==> config.mk <==
export PLATFORM = sky130hd
export DESIGN_NAME = tss_ctrl
export DESIGN_NICKNAME = d
export VERILOG_FILES = /design/src/hdl/tss_pkg.sv /design/src/hdl/tss_ctrl.sv
export SDC_FILE = /design/constraint.sdc
export NUM_CORES = 1
export LEC_CHECK = 0
export BUFFER_PORTS_ARGS = -buffer_cell sky130_fd_sc_hd__buf_2
export CAP_MARGIN = 20
export CORE_AREA = 2 2 39 41
export CTS_BUF_LIST = sky130_fd_sc_hd__clkbuf_16
export CTS_CLUSTER_SIZE = 16
export DETAILED_ROUTE_END_ITERATION = 16
export DIE_AREA = 0 0 41 43
export PLACE_DENSITY = 0.68
export SLEW_MARGIN = 15
export SYNTH_ARGS = -nofsm -noshare
export SYNTH_HDL_FRONTEND = slang
export SYNTH_SLANG_ARGS = --single-unit
export TNS_END_PERCENT = 10
==> constraint.sdc <==
create_clock -name clk -period 1.6 [get_ports clk]
set_input_delay 0.08 -clock clk [delete_from_list [all_inputs] [get_ports clk]]
set_output_delay 0.08 -clock clk [all_outputs]
set_load 0.01 [all_outputs]
==> src/hdl/tss_pkg.sv <==
// Shared types, widths and codes for the timed setpoint sequencer.
// No dependencies; used by tss_ctrl, tss_dp and timed_setpoint_sequencer.
package tss_pkg;

	localparam int MAX_SAMPLES = 1024;
	localparam int POS_BITS    = 32;
	localparam int TIME_BITS   = 32;

	localparam int ADDR_W  = $clog2(MAX_SAMPLES);
	localparam int COUNT_W = $clog2(MAX_SAMPLES + 1);
	localparam int PLAY_W  = $clog2(MAX_SAMPLES + 2);
	localparam int REP_W   = 16;
	localparam int DWELL_W = 16;
	localparam int MODE_W  = 2;
	localparam int CIDX_W  = 2;
	localparam int CDATA_W = 16;

	localparam logic [TIME_BITS-1:0] TIME_MAX = {TIME_BITS{1'b1}};
	localparam logic [REP_W-1:0]     REP_MAX  = {REP_W{1'b1}};

	typedef logic [2:0] op_t;
	localparam op_t OP_CLEAR   = 3'd0;
	localparam op_t OP_WRITE   = 3'd1;
	localparam op_t OP_TICK    = 3'd2;
	localparam op_t OP_START   = 3'd3;
	localparam op_t OP_STOP    = 3'd4;
	localparam op_t OP_TRIGGER = 3'd5;

	typedef logic [1:0] cmd_t;
	localparam cmd_t CMD_NONE = 2'd0;
	localparam cmd_t CMD_MOVE = 2'd1;
	localparam cmd_t CMD_STOP = 2'd2;

	typedef logic [MODE_W-1:0] mode_t;
	localparam mode_t MODE_CONTINUOUS = 2'd0;
	localparam mode_t MODE_ONCE       = 2'd1;
	localparam mode_t MODE_EACH       = 2'd2;
	localparam mode_t MODE_STREAM     = 2'd3;

	typedef logic [CIDX_W-1:0] cidx_t;
	localparam cidx_t CFG_TRIGGER_MODE = 2'd0;
	localparam cidx_t CFG_REPEAT_TOTAL = 2'd1;
	localparam cidx_t CFG_DWELL_MS     = 2'd2;
	localparam cidx_t CFG_USE_TIME     = 2'd3;

	typedef struct packed {
		logic capture;
		logic exec;
		logic tk_begin;
		logic sc_load;
		logic sc_here;
		logic sc_next;
		logic end_pass;
		logic load_out;
	} ctl_t;

	typedef struct packed {
		logic in_is_tick;
		logic tick_active;
		logic scan_none;
		logic is_last;
		logic pair_hit;
	} sts_t;

endpackage

==> src/hdl/tss_ctrl.sv <==
// Sequencer state machine: item handshake, tick scan sequencing, result beat.
// Depends on tss_pkg.
module tss_ctrl (
	input  logic          clk,
	input  logic          arst_n,
	input  logic          in_valid,
	output logic          in_stall,
	output logic          out_valid,
	input  logic          out_stall,
	input  tss_pkg::sts_t sts,
	output tss_pkg::ctl_t ctl
);

	typedef enum logic [7:0] {
		ST_IDLE     = 8'b0000_0001,
		ST_EXEC     = 8'b0000_0010,
		ST_TK_BEGIN = 8'b0000_0100,
		ST_SC_LOAD  = 8'b0000_1000,
		ST_SC_HERE  = 8'b0001_0000,
		ST_SC_NEXT  = 8'b0010_0000,
		ST_END_PASS = 8'b0100_0000,
		ST_DONE     = 8'b1000_0000
	} state_t;

	state_t state_q, state_d;
	logic   out_valid_q;

	assign in_stall  = (state_q != ST_IDLE);
	assign out_valid = out_valid_q;

	always_comb begin
		state_d = state_q;
		ctl     = '0;
		unique case (state_q)
			ST_IDLE: begin
				if (in_valid) begin
					ctl.capture = 1'b1;
					state_d     = sts.in_is_tick ? ST_TK_BEGIN : ST_EXEC;
				end
			end
			ST_EXEC: begin
				ctl.exec = 1'b1;
				state_d  = ST_DONE;
			end
			ST_TK_BEGIN: begin
				ctl.tk_begin = 1'b1;
				if (!sts.tick_active)
					state_d = ST_DONE;
				else if (sts.scan_none)
					state_d = ST_END_PASS;
				else
					state_d = ST_SC_LOAD;
			end
			ST_SC_LOAD: begin
				ctl.sc_load = 1'b1;
				state_d     = ST_SC_HERE;
			end
			ST_SC_HERE: begin
				ctl.sc_here = 1'b1;
				state_d     = sts.is_last ? ST_END_PASS : ST_SC_NEXT;
			end
			ST_SC_NEXT: begin
				ctl.sc_next = 1'b1;
				state_d     = sts.pair_hit ? ST_END_PASS : ST_SC_HERE;
			end
			ST_END_PASS: begin
				ctl.end_pass = 1'b1;
				state_d      = ST_DONE;
			end
			ST_DONE: begin
				if (!out_valid_q || !out_stall) begin
					ctl.load_out = 1'b1;
					state_d      = ST_IDLE;
				end
			end
			default: begin
				state_d = ST_IDLE;
			end
		endcase
	end

	always_ff @(posedge clk or negedge arst_n) begin
		if (!arst_n) begin
			state_q     <= ST_IDLE;
			out_valid_q <= 1'b0;
		end else begin
			state_q <= state_d;
			if (ctl.load_out)
				out_valid_q <= 1'b1;
			else if (!out_stall)
				out_valid_q <= 1'b0;
		end
	end

endmodule

---- After elaboration in Yosys (flattened, before gate mapping) ----
Cells that the tools add are included.
Widths: inputs -> output; s select.
word-level totals
  output and inout bits ................... 10
  word-level logic and storage cells ...... 39
  register bits after elaboration ......... 9
  input bits .............................. 9
cells by class
  mux-type cells .......................... 20
  reduce and logical (&&, ||, !) cells .... 5
  eq/ne operators ......................... 12
operators by type and width
  kind                number
  $pmux 8 s7          1
  $mux 8              3
  $mux 7              3
  $mux 1              12
  $eq 8x1->1 const B  1
  $eq 8x2->1 const B  1
  $eq 8x3->1 const B  1
  $eq 8x4->1 const B  1
  $eq 8x5->1 const B  1
  $eq 8x6->1 const B  1
  $eq 8x7->1 const B  1
  $eq 8x8->1 const B  1
  $ne 8x1->1 const B  1
  $ne 2x2->1 const B  2
  $mux 3              1
  $logic_not 1->1     2
  $ne 2x1->1 const B  1
  $reduce_and 2->1    1
  $reduce_or 2->1     1
  $logic_or 1x1->1    1

---- Depth between registers and ports, before layout ----
  word-level depth ........................ 5
  gate-level depth with buffers ........... 5
  mapped depth without buffers ............ 4

---- Least setup slack after synthesis ----
Ideal clock, no wire load.
  kind .................................... reg2reg
  from .................................... register state_q[4]
  to ...................................... register state_q[2]
  cell stages (with the launch flop) ...... 5
  period minus slack after synthesis ...... 1746 ps
  arrival ................................. 1679 ps
  path buffers ............................ 0
  setup slack ............................. -146 ps
  library setup time ...................... 67 ps
  cell sequence ........................... dfrtp_1 -> or3_4 -> or3_4 -> nor4_2 -> and2_1
on the way
  cells in the longest elaborated chain, start to end .. 3
  elaborated cells between the ends (all ways) .. 13
  those cells by class .................... eq/ne (10); mux (1); reduce/logical (2)
RTL lines
  element                                                  RTL line        text
  start, declared                                          tss_ctrl.sv:25  state_t state_q, state_d;
  start signal, assigned                                   tss_ctrl.sv:87  state_q <= state_d;
  $eq 8x7->1, or another cell as far along                 tss_ctrl.sv:34  unique case (state_q)
  $reduce_or 2->1 (no line) or $ne 2x2->1 (tied branches)  -
  $pmux 8 s7 or $reduce_and 2->1 (tied branches)           -
Parallel ways exist; a longest one is shown, timed or not.
A chain may end at the register's enable or synchronous reset.

---- Final worst setup path ----
  from .................................... register state_q[5]
  to ...................................... output in_stall
on the way
  cells in the longest elaborated chain, start to end .. 1
RTL lines
  element        RTL line        text
  $ne 8x1->1     tss_ctrl.sv:28  assign in_stall = (state_q != ST_IDLE);
  end, declared  tss_ctrl.sv:7   output logic in_stall,
No other way between the ends.

==> key figures <==
Run status
  • Status: finished, violations left
  • Violated checks: negative setup slack

Final layout
  • Synthesis-to-layout area growth: 61.0%
  • Final core utilization: 61.1%
  • Proportion of layout cells with a drive suffix above 1: 51.8%
  • N_diodes: 0
  • Fill cells: 115
  • Final instance area: 846 um2
  • Nets@finish: 95

CTS
  • Worst skew pair latency: 0.24 ns
  • CTS tree: yes
  • Post-CTS Repair Setup Buffers: 0
  • Num CTS Buffers: 3
  • Root Driver: clkbuf_16
  • Clock net sink count: 9
  • H-tree level count: 1
  • CTS max path bufs: 2
  • Clk pin slew, worst setup/hold paths: 0.04 ns

Hold path
  • Hold path start: sts[2]
  • Worst Hold Class: in2reg
  • Hold Crit Depth: 2

STA
  • Post-Route Skew: 0.000666 ns
  • Post-route worst setup slack: -0.336 ns
  • RSZ-0062 raised after global routing: yes
  • Max Fclk: 516 MHz
  • TNS Setup: -2.05 ns
  • Finish-stage setup viols: 12
  • Final Cycle Share: 121%
  • Fin. Hold Viols: 0
  • Min Tclk post-route: 1.94 ns
  • Max Slew Vio Count: 0
  • Worst slew pin tran: 0.344 ns
  • Headroom to the max-slew limit: 76.9%

Power and ir drop
  • Static leakage: 0.412 nW
  • Switch Pwr: 0.000361 W
  • Cell Int Power: 0.000824 W
  • Sw Share: 30.4%
  • Flop pwr share: 24.8%
  • Peak VDD IR: 0.830 mV
  • Proportion of power drawn by the clock network: 37.1%
  • Tot Pwr: 0.00118 W
  • Power Density: 1400 nW/um2
  • Comb pwr share: 38.2%

Synthesis
  • Post-Synthesis Cells: 55
  • Fraction of synthesized cell area in xor and xnor cells: 1.67%
  • Compound-gate portion of the synthesized area: 9.29%
  • Synth Area in Simple Gates: 42.1%
  • Sequential fraction of the synthesis area: 43.1%
  • YS warnings: 0
  • Register bit total from synthesis: 9
  • Post-Syn Nets: 64
  • Post-Synth Adder-Cell Area: 0%
  • Synth cell types: 25
  • Main combinational cell family by area after synthesis: simple AND/OR/NAND/NOR gates
  • Post-Synthesis Cell Area: 526 um2
  • Mapped Avg Cell Area: 9.55 um2
  • Post-synthesis mux area share: 0%

Detailed routing
  • DR DRC count: 0
  • DR vias/cell: 5.16
  • WL/cell: 13.4 um
  • DRT Pass-1 Iters: 4
  • Via count: 521
  • WL final: 1350 um
  • Final ANT Viol Nets: 0
  • Initial DRC Count: 17

Placed design
  • Routability cong.: 0.759
  • Placed Instance Area: 708 um2
  • Final HPWL DP: 955 um
  • Port bufs: 18

Critical path
  • CP max-delay cell: dfrtp_1
  • Setup crit start: state_q[5]
  • Worst setup EP type: output pin
  • Worst setup SP type: flip-flop
  • Critical path arrival: 1.86 ns
  • Critical path's top delay family: simple AND/OR/NAND/NOR gates
  • Worst Path Max Fanout: 5
  • Crit. path cell count: 4
  • CP peak stage delay: 0.38 ns
  • Worst R2R Path Depth: 5
  • CP Data Required Time: 1.52 ns
  • Critical path type: reg2out
  • CP most frequent cell: or3_4
  • CP bufs+invs: 1
  • CP Cell Sequence: or3_4 -> or3_4 -> or3_4 -> buf_6
  • Reg-to-Reg Start: state_q[5]

GRT
  • Grt ovf: 0
  • Vias in the first global route: 488
  • Global-route wire length before repair: 2080 um
  • Largest net degree at the start of global routing: 10
  • Initial antenna violation count: 0
  • Overall routing resource usage: 18.4%

Floorplan
  • Die W: 41 um
  • Die height: 43 um
  • # IOs: 19
  • Die ar.: 1760 um2
  • Core area: 1380 um2
  • Starting Density: 38.0%
  • Placement Rows: 14

Flow run
  • Max cap viols: 0
-- routing by layer --
metal / vias up / share of wire (%) / global-route usage (%)
met2: 12 / 49 / 27.2
met4: 0 / 2.7 / 10.0
met3: 5 / 4.4 / 6.28
met1: 248 / 44 / 22.4
li1: 256 / - / -
met5: - / 0 / 0
-- final cells by class --
type	instances	area, um2	share of cell area [%]
Clock inverter	1	3.75	0.444
Tap cell	16	20.0	2.37
Inverter	4	15.0	1.78
Timing Repair Buffer	27	173	20.4
Multi-Input combinational cell	41	333	39.3
Clock buffer	3	75.1	8.88
Sequential cell	9	226	26.8
-- cell usage after synthesis (all sizes together) --
cell type,n,area (um2)
dfrtp,8,200
nand2b,5,31.3
nor3,5,30.0
inv,4,15.0
or3,4,40.0
and2,3,18.8
nand2,3,11.3
nor2,3,11.3
nor4,3,25.0
nor4b,3,26.3
a21o,2,15.0
nand3,2,10.0
a21oi,1,5.00
buf,1,5.00
dfstp,1,26.3
o21ai,1,5.00
o22a,1,8.76
o22ai,1,6.26
o32ai,1,8.76
or2,1,6.26
or4,1,11.3
xnor2,1,8.76
-- sequential cells by signal, summed over array words and instances (netlist names) --
| signal | flops |
|---|---|
| out_valid | 1 |
| state_q | 8 |
-- metrics by stage --
step | worst slack (ns) | hold WS [ns] | instances
3_3_place_gp | -0.0884 | -0.0595 | 96
6_report | -0.336 | 0.0132 | 101
3_5_place_dp | -0.0886 | -0.0579 | 96
5_1_grt | -0.375 | 0.0164 | 101
4_1_cts | -0.341 | 0.0118 | 101
2_1_floorplan | -0.0714 | -0.216 | 55
-- kinds of logic (layout without fill, tap and decap cells) --
family,count (synthesis),in the layout
AND/OR/NAND/NOR,33,33
flip-flops,9,9
AO/OA/AOI/OAI,7,7
buffers and inverters,5,35
XOR/XNOR,1,1
-- repair_timing --
item | 4_1_cts | 5_1_grt
pin swaps | 3 | 1
hold buffers | 1 | 0
endpoints found under the hold margin | 9 | 0
endpoints found under the setup margin | 12 | 15
resized for setup | 4 | 6
-- power groups by stage --
stage,combinational [W],clock (W),sequential [W]
final,0.000452,0.000439,0.000293
after CTS,0.000411,0.000446,0.000292
after detailed placement,0.000380,0,0.000291
after global routing,0.000490,0.000464,0.000299
after floorplan,0.000237,0,0.000306
after global placement,0.000378,0,0.000289
-- final timing paths --
kind	endpoint	slack (ns)
max reg2reg	state_q[7]	-0.11
max in group asynchronous	state_q[0]	1.13
min reg2reg	out_valid	0.53
min in group asynchronous	state_q[1]	0.22
max	in_stall	-0.34
min	state_q[3]	0.01
-- layout by cell type (no fill, tap or decap), drive strengths merged --
master and count:
buf 26, dfrtp 8, nand2b 5, inv 5, nor3 5, or3 4, nand2 3, and2 3
clkbuf 3, nor2 3, nor4b 3, nor4 3, nand3 2, a21o 2, or2 1, or4 1
a21oi 1, xnor2 1, o32ai 1, o22ai 1, o22a 1, o21ai 1, dlygate4sd3 1, dfstp 1
Power figures use the tool's default switching activity.
